--- src/rtl/core/bpec_pkg.sv ---
`default_nettype none
// ----------------------------------------------------------------------------
// bpec_pkg
// Shared types and constants for the bit-parallel edit column engine.
// ----------------------------------------------------------------------------
package bpec_pkg;

   localparam int WINDOW_BLOCKS_DEF = 8;
   localparam int WORD_W            = 64;
   localparam int IDX_W             = 3;
   localparam int SYM_W             = 2;
   localparam int CMD_W             = 2;
   localparam int SYMBOLS           = 4;

   typedef enum logic [CMD_W-1:0] {
      CMD_LOAD    = 2'd0,
      CMD_START   = 2'd1,
      CMD_ADVANCE = 2'd2
   } cmd_type;

   typedef enum logic {
      ST_IDLE,
      ST_CALC
   } state_type;

   typedef struct packed {
      logic [WORD_W-1:0] pv;
      logic [WORD_W-1:0] mv;
      logic              carry_pos;
      logic              carry_neg;
   } step_type;

endpackage
`default_nettype wire

--- src/rtl/core/bit_parallel_edit_column_engine.sv ---
`default_nettype none
// ----------------------------------------------------------------------------
// bit_parallel_edit_column_engine
// Myers bit-parallel edit-distance column engine over a window of blocks.
// ----------------------------------------------------------------------------
// Load and start requests give no response. An advance request first reads
// block 0 from the equality and vector RAMs, then steps one block per cycle
// while the response register is free, paced by the registered RAM read and
// the horizontal carry passed from block to block. Responses come out in
// block order through an output register, so the next request is taken
// while the last response still waits; a stalled response port holds the
// block sequence. Vector RAM entries not yet written since a start read
// as +1 all ones and -1 zero via per-block valid bits.
// ----------------------------------------------------------------------------
module bit_parallel_edit_column_engine #(
   parameter int WINDOW_BLOCKS = bpec_pkg::WINDOW_BLOCKS_DEF
) (
   input  wire logic                        clock,
   input  wire logic                        reset,
   input  wire logic                        req_valid,
   output logic                             req_ready,
   input  wire logic [bpec_pkg::CMD_W-1:0]  req_cmd,
   input  wire logic [bpec_pkg::IDX_W-1:0]  req_block_index,
   input  wire logic [bpec_pkg::SYM_W-1:0]  req_symbol,
   input  wire logic [bpec_pkg::WORD_W-1:0] req_eq_word,
   input  wire logic [bpec_pkg::IDX_W-1:0]  req_active_blocks_m1,
   output logic                             rsp_valid,
   input  wire logic                        rsp_ready,
   output logic      [bpec_pkg::IDX_W-1:0]  rsp_block_number,
   output logic      [bpec_pkg::WORD_W-1:0] rsp_pv_word,
   output logic      [bpec_pkg::WORD_W-1:0] rsp_mv_word,
   output logic                             rsp_carry_pos,
   output logic                             rsp_carry_neg,
   output logic                             rsp_last
);
   import bpec_pkg::*;

   localparam int EQ_DEPTH = WINDOW_BLOCKS * SYMBOLS;
   localparam int EAW      = $clog2(EQ_DEPTH);
   localparam int VAW      = (WINDOW_BLOCKS > 1) ? $clog2(WINDOW_BLOCKS) : 1;

   state_type state_ff, state_in;

   logic [IDX_W-1:0]         count_ff, count_in;
   logic [IDX_W-1:0]         blk_ff, blk_in;
   logic [SYM_W-1:0]         sym_ff, sym_in;
   logic                     hpos_ff, hpos_in;
   logic                     hneg_ff, hneg_in;
   logic [WINDOW_BLOCKS-1:0] vld_ff, vld_in;
   logic                     vld_rd_ff, vld_rd_in;

   logic                     out_valid_ff, out_valid_in;
   logic [IDX_W-1:0]         out_blk_ff;
   step_type                 out_step_ff;
   logic                     out_last_ff;

   logic                     accept;
   logic                     do_load;
   logic                     do_start;
   logic                     do_adv;
   logic                     fire;
   logic                     is_last;
   logic [IDX_W-1:0]         blk_next;
   logic [IDX_W-1:0]         rd_blk;
   logic [SYM_W-1:0]         rd_sym;
   logic                     rd_en;
   logic [EAW-1:0]           eq_wr_addr;
   logic [EAW-1:0]           eq_rd_addr;
   logic [VAW-1:0]           vec_rd_addr;
   logic [VAW-1:0]           vec_wr_addr;
   logic [WORD_W-1:0]        eq_rd;
   logic [2*WORD_W-1:0]      vec_rd;
   logic [WORD_W-1:0]        pv_cur;
   logic [WORD_W-1:0]        mv_cur;
   logic [IDX_W-1:0]         start_count;
   step_type                 step;

   assign accept   = req_valid && req_ready;
   assign do_load  = accept && (req_cmd == CMD_LOAD)
                     && (int'(req_block_index) < WINDOW_BLOCKS);
   assign do_start = accept && (req_cmd == CMD_START);
   assign do_adv   = accept && (req_cmd == CMD_ADVANCE);
   assign fire     = (state_ff == ST_CALC) && (!out_valid_ff || rsp_ready);
   assign is_last  = (blk_ff == count_ff);
   assign blk_next = blk_ff + IDX_W'(1);

   assign start_count = (int'(req_active_blocks_m1) >= WINDOW_BLOCKS)
                        ? IDX_W'(WINDOW_BLOCKS - 1) : req_active_blocks_m1;

   // next state
   always_comb begin
      state_in = state_ff;
      case (state_ff)
         ST_IDLE: begin
            if (do_adv) begin
               state_in = ST_CALC;
            end
         end
         ST_CALC: begin
            if (fire && is_last) begin
               state_in = ST_IDLE;
            end
         end
         default: begin
            state_in = ST_IDLE;
         end
      endcase
   end

   // outputs and datapath control
   always_comb begin
      req_ready = 1'b0;
      rd_en     = 1'b0;
      rd_blk    = blk_next;
      rd_sym    = sym_ff;
      case (state_ff)
         ST_IDLE: begin
            req_ready = 1'b1;
            rd_en     = do_adv;
            rd_blk    = '0;
            rd_sym    = req_symbol;
         end
         ST_CALC: begin
            rd_en = fire && !is_last;
         end
         default: begin
            req_ready = 1'b0;
         end
      endcase
   end

   assign eq_wr_addr  = EAW'({req_block_index, req_symbol});
   assign eq_rd_addr  = EAW'({rd_blk, rd_sym});
   assign vec_rd_addr = VAW'(rd_blk);
   assign vec_wr_addr = VAW'(blk_ff);

   bpec_ram #(
      .WIDTH(WORD_W),
      .DEPTH(EQ_DEPTH)
   ) u_eq_ram (
      .clock  (clock),
      .wr_en  (do_load),
      .wr_addr(eq_wr_addr),
      .wr_data(req_eq_word),
      .rd_en  (rd_en),
      .rd_addr(eq_rd_addr),
      .rd_data(eq_rd)
   );

   bpec_ram #(
      .WIDTH(2 * WORD_W),
      .DEPTH(WINDOW_BLOCKS)
   ) u_vec_ram (
      .clock  (clock),
      .wr_en  (fire),
      .wr_addr(vec_wr_addr),
      .wr_data({step.pv, step.mv}),
      .rd_en  (rd_en),
      .rd_addr(vec_rd_addr),
      .rd_data(vec_rd)
   );

   assign pv_cur = vld_rd_ff ? vec_rd[2*WORD_W-1:WORD_W] : '1;
   assign mv_cur = vld_rd_ff ? vec_rd[WORD_W-1:0] : '0;

   bpec_column_step u_step (
      .eq_word(eq_rd),
      .pv_in  (pv_cur),
      .mv_in  (mv_cur),
      .hin_pos(hpos_ff),
      .hin_neg(hneg_ff),
      .res    (step)
   );

   always_comb begin
      count_in     = count_ff;
      blk_in       = blk_ff;
      sym_in       = sym_ff;
      hpos_in      = hpos_ff;
      hneg_in      = hneg_ff;
      vld_in       = vld_ff;
      vld_rd_in    = vld_rd_ff;
      out_valid_in = out_valid_ff;
      if (rsp_ready) begin
         out_valid_in = 1'b0;
      end
      if (do_start) begin
         count_in = start_count;
         vld_in   = '0;
      end
      if (do_adv) begin
         blk_in  = '0;
         sym_in  = req_symbol;
         hpos_in = 1'b1;
         hneg_in = 1'b0;
      end
      if (rd_en) begin
         vld_rd_in = vld_ff[vec_rd_addr];
      end
      if (fire) begin
         vld_in[vec_wr_addr] = 1'b1;
         hpos_in             = step.carry_pos;
         hneg_in             = step.carry_neg;
         blk_in              = blk_next;
         out_valid_in        = 1'b1;
      end
   end

   always_ff @(posedge clock) begin
      if (reset) begin
         state_ff     <= ST_IDLE;
         count_ff     <= '0;
         vld_ff       <= '0;
         out_valid_ff <= 1'b0;
      end else begin
         state_ff     <= state_in;
         count_ff     <= count_in;
         vld_ff       <= vld_in;
         out_valid_ff <= out_valid_in;
      end
   end

   always_ff @(posedge clock) begin
      blk_ff    <= blk_in;
      sym_ff    <= sym_in;
      hpos_ff   <= hpos_in;
      hneg_ff   <= hneg_in;
      vld_rd_ff <= vld_rd_in;
      if (fire) begin
         out_blk_ff  <= blk_ff;
         out_step_ff <= step;
         out_last_ff <= is_last;
      end
   end

   assign rsp_valid        = out_valid_ff;
   assign rsp_block_number = out_blk_ff;
   assign rsp_pv_word      = out_step_ff.pv;
   assign rsp_mv_word      = out_step_ff.mv;
   assign rsp_carry_pos    = out_step_ff.carry_pos;
   assign rsp_carry_neg    = out_step_ff.carry_neg;
   assign rsp_last         = out_last_ff;

endmodule
`default_nettype wire

--- src/rtl/core/bpec_ram.sv ---
`default_nettype none
// ----------------------------------------------------------------------------
// bpec_ram
// Generic single-write, single-read RAM with registered read data.
// ----------------------------------------------------------------------------
module bpec_ram #(
   parameter  int WIDTH = 64,
   parameter  int DEPTH = 32,
   localparam int AW    = (DEPTH > 1) ? $clog2(DEPTH) : 1
) (
   input  wire logic             clock,
   input  wire logic             wr_en,
   input  wire logic [AW-1:0]    wr_addr,
   input  wire logic [WIDTH-1:0] wr_data,
   input  wire logic             rd_en,
   input  wire logic [AW-1:0]    rd_addr,
   output logic      [WIDTH-1:0] rd_data
);

   logic [WIDTH-1:0] mem_ff [DEPTH];
   logic [WIDTH-1:0] rd_data_ff;

   always_ff @(posedge clock) begin
      if (wr_en) begin
         mem_ff[wr_addr] <= wr_data;
      end
      if (rd_en) begin
         rd_data_ff <= mem_ff[rd_addr];
      end
   end

   assign rd_data = rd_data_ff;

endmodule
`default_nettype wire

--- src/rtl/core/bpec_column_step.sv ---
`default_nettype none
// ----------------------------------------------------------------------------
// bpec_column_step
// One Myers column update of a 64-row block with horizontal carry in/out.
// ----------------------------------------------------------------------------
module bpec_column_step (
   input  wire logic [bpec_pkg::WORD_W-1:0] eq_word,
   input  wire logic [bpec_pkg::WORD_W-1:0] pv_in,
   input  wire logic [bpec_pkg::WORD_W-1:0] mv_in,
   input  wire logic                        hin_pos,
   input  wire logic                        hin_neg,
   output bpec_pkg::step_type               res
);
   import bpec_pkg::*;

   logic [WORD_W-1:0] xv;
   logic [WORD_W-1:0] eqh;
   logic [WORD_W-1:0] sum;
   logic [WORD_W-1:0] xh;
   logic [WORD_W-1:0] ph;
   logic [WORD_W-1:0] mh;
   logic [WORD_W-1:0] ph_sh;
   logic [WORD_W-1:0] mh_sh;

   always_comb begin
      xv    = eq_word | mv_in;
      eqh   = eq_word | {{(WORD_W-1){1'b0}}, hin_neg};
      sum   = (eqh & pv_in) + pv_in;
      xh    = (sum ^ pv_in) | eqh;
      ph    = mv_in | ~(xh | pv_in);
      mh    = pv_in & xh;
      ph_sh = {ph[WORD_W-2:0], hin_pos};
      mh_sh = {mh[WORD_W-2:0], hin_neg};
      res.pv        = mh_sh | ~(xv | ph_sh);
      res.mv        = ph_sh & xv;
      res.carry_pos = ph[WORD_W-1];
      res.carry_neg = mh[WORD_W-1];
   end

endmodule
`default_nettype wire

--- config.mk ---
export PLATFORM = sky130hd
export DESIGN_NAME = bit_parallel_edit_column_engine
export DESIGN_NICKNAME = d
export VERILOG_FILES = /design/src/rtl/core/bpec_pkg.sv /design/src/rtl/core/bit_parallel_edit_column_engine.sv /design/src/rtl/core/bpec_ram.sv /design/src/rtl/core/bpec_column_step.sv
export SDC_FILE = /design/constraint.sdc
export NUM_CORES = 2
export LEC_CHECK = 0
export ABC_AREA = 1
export ABC_CLOCK_PERIOD_IN_PS = 23500
export BUFFER_PORTS_ARGS = -buffer_cell sky130_fd_sc_hd__buf_2
export CAP_MARGIN = 25
export CORE_UTILIZATION = 55
export DETAILED_ROUTE_END_ITERATION = 16
export PLACE_DENSITY = 0.74
export SLEW_MARGIN = 20
export SYNTH_ARGS = -nofsm -noshare
export SYNTH_HDL_FRONTEND = slang
export SYNTH_SLANG_ARGS = --single-unit
--- constraint.sdc ---
create_clock -name clock -period 23.5 [get_ports clock]
set_clock_uncertainty 0.2 [all_clocks]
set_input_delay 3.525 -clock clock [delete_from_list [all_inputs] [get_ports clock]]
set_output_delay 3.525 -clock clock [all_outputs]
set_load 0.05 [all_outputs]
# Yosys cells after proc, flatten, opt, wreduce, memory -nomap -nowiden
# Memory sizes are Yosys's and may differ from the RTL's. A register that Yosys moved wholly into a read port is not among the register bits.
# Cells that the tools add are included.
[word_totals]
ff_bits = 155
mem_bits_rw = 3072
input_bits = 78
out_inout_bits = 136
word_cells = 81
n_memories = 2
[classes]
addsub = 2
n_lt_le_gt_ge = 3
eq_ne = 3
mux = 27
n_bitwise = 15
n_reduce_logical = 14
[mem_list]
columns = ["memory", "words", "width", "read_ports", "rd_ports_with_merged_regs", "write_ports", "line_no", "text"]
rows = [
  ["u_eq_ram.mem_ff", 32, 64, 1, 1, 1, "bpec_ram.sv:20", "logic [WIDTH-1:0] mem_ff [DEPTH];"],
  ["u_vec_ram.mem_ff", 8, 128, 1, 1, 1, "bpec_ram.sv:20", ""],
]
[ops]
columns = ["op", "count"]
rows = [
  ["64-bit bitwise OR", 6],
  ["64-bit bitwise AND", 3],
  ["64-bit two-way mux", 2],
  ["64-bit inverter", 2],
  ["64-bit adder", 1],
  ["64-bit by 1-bit bitwise OR with 64-bit output", 1],
  ["64-bit bitwise XOR", 1],
  ["8-bit two-way mux", 2],
  ["1-bit two-way mux", 15],
  ["3-bit two-way mux", 3],
  ["1-bit logical AND", 8],
  ["3-bit by 4-bit less-than comparator with 1-bit output (second input constant)", 2],
  ["8-bit bitwise OR", 1],
  ["1-bit case mux with 2 select lines", 2],
  ["2-bit nonzero test", 2],
  ["3-bit by 1-bit adder with 3-bit output (second input constant)", 1],
  ["1-bit binary-select mux with 3-bit select", 1],
  ["1-bit demux with 3-bit select", 1],
  ["3-bit equality test", 1],
  ["3-bit by 1-bit >= comparator with 1-bit output (second input constant)", 1],
  ["2-bit by 1-bit equality test with 1-bit output (second input constant)", 1],
  ["2-bit equality test (second input constant)", 1],
  ["1-bit logical NOT", 2],
  ["2-bit logical NOT", 1],
  ["3 further kinds", 3],
]

# Logic depth before layout (Yosys ltp)
[logic_depth]
depth_word = 11
ltp_mapped = 20
mapped_depth_nobuf = 19

# By module
# Synthesis repeated with hierarchy kept, for this count alone.
[unflattened]
hier_cells = 13552
area_unflattened_um2 = 145150.5
[modules_own_cells]
columns = ["module", "instances", "cells_each", "area_per_inst_um2", "seq_area_each_um2"]
rows = [
  ["bpec_ram (u_eq_ram)", 1, 6768, 83631.5, 63420.8],
  ["bpec_ram (u_vec_ram)", 1, 4570, 48358.9, 34593.2],
  ["bpec_column_step", 1, 1673, 7109.3, 0.0],
  ["bit_parallel_edit_column_engine", 1, 541, 6050.8, 4524.3],
]

# Least setup slack after synthesis
# No wires, ideal clock.
[synth_timing]
path_type = "input port to flip-flop"
startpoint = "in rsp_ready"
endpoint = "reg u_eq_ram.rd_data_ff[0] (netlist: u_eq_ram.rd_data[0]), read port of u_eq_ram.mem_ff (enable)"
setup_ns = 1.013
arrival_ns = 23.845
required_ns = 22.287
slack_ns = -1.558
cell_stages = 4
n_path_buf = 0
cell_sequence = "nor2_1 > nor2_1 > inv_1 > o21ai_0"
[synth_via]
elab_chain_cells = 4
[synth_lines]
columns = ["item", "line_no", "text"]
rows = [
  ["start: declaration", "bit_parallel_edit_column_engine.sv:28", "input wire logic rsp_ready,"],
  ["1-bit logical OR", "bit_parallel_edit_column_engine.sv:83", "assign fire = (state_ff == ST_CALC) && (!out_valid_ff || rsp_ready);"],
  ["1-bit logical AND", "bit_parallel_edit_column_engine.sv:83", ""],
  ["via fire", "bit_parallel_edit_column_engine.sv:61", "logic fire;"],
  ["1-bit logical AND", "bit_parallel_edit_column_engine.sv:124", "rd_en = fire && !is_last;"],
  ["1-bit case mux with 2 select lines", "bit_parallel_edit_column_engine.sv:116", "case (state_ff)"],
  ["via rd_en", "bit_parallel_edit_column_engine.sv:66", "logic rd_en;"],
  ["end: declaration", "bpec_ram.sv:21", "logic [WIDTH-1:0] rd_data_ff;"],
]
# The timed path passes the listed nets, and every way through them passes these cells.
# A chain may end at the register's enable or synchronous reset.

# Final worst setup path
[layout_timing]
startpoint = "in req_symbol[0] (netlist bit)"
endpoint = "reg u_eq_ram.rd_data_ff[50] (netlist: u_eq_ram.rd_data[50]), read port of u_eq_ram.mem_ff, data pin"
[layout_via]
elab_chain_cells = 1
[layout_lines]
columns = ["item", "line_no", "text"]
rows = [
  ["start: declaration", "bit_parallel_edit_column_engine.sv:24", "input wire logic [bpec_pkg::SYM_W-1:0] req_symbol,"],
  ["2-bit two-way mux", "bit_parallel_edit_column_engine.sv:116", ""],
]
# No other way between the ends.

==> results.sh <==
export IMPL_min_path_type="reg -> reg"
export IMPL_drtPass1Iterations=8
export IMPL_via_count=91900
export IMPL_cts_root_buf="clkbuf_16"
export IMPL_min_to="vld_ff[6]"
export IMPL_period_minus_slack_ns=7.62
export IMPL_drt_wl_total_um=389000
export IMPL_cp_slowest_cell="buf_4"
export IMPL_grt_pass1_vias=88400
export IMPL_ios=214
export IMPL_critPathArrivalTime_ns=8.16
export IMPL_cts_htree_levels=5
export IMPL_power_density_nw_per_um2=87.9
export IMPL_area_growth_pct=11.6
export IMPL_yosysSeqAreaShare=0.752
export IMPL_ant_nets=0
export IMPL_tightest_slew_ns=1.18
export IMPL_final_common_cell="edfxtp_1"
export IMPL_overflow=0
export IMPL_cts_hold_buffers_added=0
export IMPL_dieArea_sq_um=250000
export IMPL_dpl_hpwl_um=212000
export IMPL_die_w_um=500
export IMPL_final_cell_mix="edfxtp_1 (3406), nor2_1 (2168), o21ai_0 (1181), nand2_1 (1017), o22ai_1 (632)"
export IMPL_drt_iter0_markers=13700
export IMPL_tns_ns=0
export IMPL_path_cells="buf_2 > inv_1 > nand2_2 > nand2_8 > clkinv_16 > buf_4 > buf_12 > o21ai_0 > o22ai_1 > nor2_1 > o22ai_1 > nand2_1 > nand2_1"
export IMPL_antenna_found_initial=35
export IMPL_numPortBuffers=213
export IMPL_grt_max_degree=331
export IMPL_die_h_um=500
export IMPL_setup_viol=0
export IMPL_synth_top_area_frac=0.750
export IMPL_clock_sinks=3419
export IMPL_cts_repair_resized=0
export IMPL_grt_pass1_wl_um=567000
export IMPL_vdd_drop_max_v=0.0000929
export IMPL_drv_slew=0
export IMPL_rows=182
export IMPL_grt_setup_unrepaired="no"
export IMPL_clk_latency_ns=0.99
export IMPL_cts_buffers=352
export IMPL_period_share=0.324
export IMPL_syn_nets=10800
export IMPL_syn_avg_cell_area_sq_um=12.8
export IMPL_drc_errors=0
export IMPL_utilization=0.618
export IMPL_drive_gt1_frac=0.0869
export IMPL_tritoncts="built"
export IMPL_cts_setup_buffers=0
export IMPL_max_freq_mhz=131
export IMPL_p_clk_frac=0.416
export IMPL_hold_depth=2
export IMPL_switchingPower_w=0.00308
export IMPL_synth_distinct_cells=44
export IMPL_core_sq_um=246000
export IMPL_maxCapViolCount=0
export IMPL_path_max_fanout=330
export IMPL_fin_hold_ws_ns=0.280
export IMPL_clkSlewWorstSetupHoldPaths_ns=0.06
export IMPL_cpPeakStageDelay_ns=0.74
export IMPL_start_util=0.554
export IMPL_reg2reg_slack_ns=17.19
export IMPL_finalHoldViolCount=0
export IMPL_clk_path_buf_depth=4
export IMPL_critPathBufInv=5
export IMPL_synth_warnings=0
export IMPL_critPathCaptureType="flop"
export IMPL_synth_area_sq_um=136000
export IMPL_postSynthCellCount=10700
export IMPL_hold_start="vld_ff[6]"
export IMPL_routabilityCongestion=0.958
export IMPL_critPathKind="in -> reg"
export IMPL_grt_usage=0.306
export IMPL_fillCellCount=17900
export IMPL_switching_share=0.230
export IMPL_startpoint_type="input port"
export IMPL_ys_ff_latch=3419
export IMPL_leakagePower_nw=50.6
export IMPL_rr_startpoint="state_ff"
export IMPL_critPathLaunch="req_symbol[0]"
export IMPL_outcome="finished, final reports clean"
export IMPL_crit_family="buffers and inverters"
export IMPL_synth_top_cell_by_area="edfxtp_1"
export IMPL_comb_power_share=0.072
export IMPL_wl_per_cell_um=27.1
export IMPL_drt_vias_per_instance=6.40
export IMPL_synthTopCellsByArea="edfxtp_1 (75%), nor2_1 (6.1%), o21ai_0 (4.4%)"
export IMPL_nets=10800
export IMPL_slew_headroom=0.214
export IMPL_internal_power_w=0.0103
export IMPL_timing_rr_end="u_eq_ram.rd_data[43]"
export IMPL_reg2reg_depth=12
export IMPL_seq_power_share=0.512
export IMPL_cp_required_ns=24.03
-- worst reg2reg max path: stages (launching register included) --
cell,delay (ns)
dfxtp_1,0.91
inv_2,0.46
nand2_2,0.24
nand2_8,0.48
clkinv_16,0.77
buf_4,1.24
buf_12,0.70
o21ai_0,0.47
o22ai_1,0.19
o21ai_0,0.12
o22ai_1,0.22
nand2_1,0.10
nand2_1,0.10
-- stage by stage --
stage | power (W) | instance area, sq um | setup slack (ns) | cells
3_3_place_gp | 0.00789 | 140000 | 15.18 | 13700
5_1_grt | 0.0137 | 152000 | 15.89 | 14300
6_report | 0.0134 | 152000 | 15.88 | 14400
2_1_floorplan | 0.00756 | 136000 | 3.66 | 10700
4_1_cts | 0.0134 | 152000 | 16.16 | 14300
3_5_place_dp | 0.00791 | 140000 | 15.12 | 13700
-- logic make-up after synthesis --
family / share of synthesized area
xor gates and xnor gates: 0.000257
buffers and inverters: 0.0307
and+or+nand+nor: 0.102
adders and majority gates: 0.000184
DFF: 0.752
AOI/OAI and AO/OA: 0.115
-- cell usage after synthesis, drive strengths merged --
cell,n
edfxtp,3406
o21a,2
nor2,2213
o21bai,1
nand3,148
inv,365
o211ai,4
a22o,2
dfxtp,13
clkinv,2
o22ai,632
or2,3
a21boi,3
a211oi,129
ha,2
and2,12
buf,219
nor4,2
a31o,2
o221ai,268
nand3b,5
a31oi,129
a21oi,161
a22oi,1
xor2,4
o21ai,1330
nor3,144
o31ai,1
nand2,1021
nand4,10
clkbuf,441
-- worst max path at each step --
stage / cells past startpoint / end
6_report: 13 / u_eq_ram.rd_data[50]
5_1_grt: 13 / u_eq_ram.rd_data[50]
4_1_cts: 13 / u_eq_ram.rd_data[50]
3_5_place_dp: 13 / u_eq_ram.rd_data[50]
3_3_place_gp: 13 / u_eq_ram.rd_data[45]
2_1_floorplan: 4 / u_eq_ram.rd_data[0]
-- layer usage --
metal  track usage  share of wire  up-vias
met3        0.0592           0.12     1059
met2         0.485           0.47     6224
li1              -              -    39600
met5             0        0.00031        -
met1         0.411           0.37    45000
met4         0.139          0.047       18
-- cell type report --
cell class / instances / area (sq um) / share of cell area
clock buffers: 404 / 9070 / 0.0596
multi-input cells: 6229 / 29900 / 0.197
flip-flops and latches: 3419 / 103000 / 0.674
diodes: 24 / 60.1 / 0.000395
repair buffers: 384 / 2660 / 0.0175
clock inverters: 216 / 2290 / 0.0150
inverters: 367 / 1440 / 0.00947
well taps: 3312 / 4140 / 0.0272
-- registers in the layout (all words and copies together), names as in the netlist --
| register | cells |
|---|---|
| rsp_carry_neg | 1 |
| rsp_block_number | 3 |
| vld_rd_ff | 1 |
| hneg_ff | 1 |
| hpos_ff | 1 |
| rsp_carry_pos | 1 |
| state_ff | 1 |
| blk_ff | 3 |
| vld_ff | 8 |
| u_vec_ram.rd_data | 128 |
| sym_ff | 2 |
| u_eq_ram.rd_data | 64 |
| rsp_mv_word | 64 |
| u_vec_ram.mem_ff | 1024 |
| u_eq_ram.mem_ff | 2048 |
| rsp_pv_word | 64 |
| rsp_last | 1 |
| rsp_valid | 1 |
| count_ff | 3 |
-- power groups by stage --
stage | sequential [W] | combinational (W) | clock, W
2_1_floorplan | 0.00699 | 0.000562 | 0
3_3_place_gp | 0.00698 | 0.000906 | 0
3_5_place_dp | 0.00698 | 0.000929 | 0
4_1_cts | 0.00685 | 0.000936 | 0.00559
5_1_grt | 0.00685 | 0.00104 | 0.00582
6_report | 0.00685 | 0.000961 | 0.00556
(Power assumes the default switching activity.)
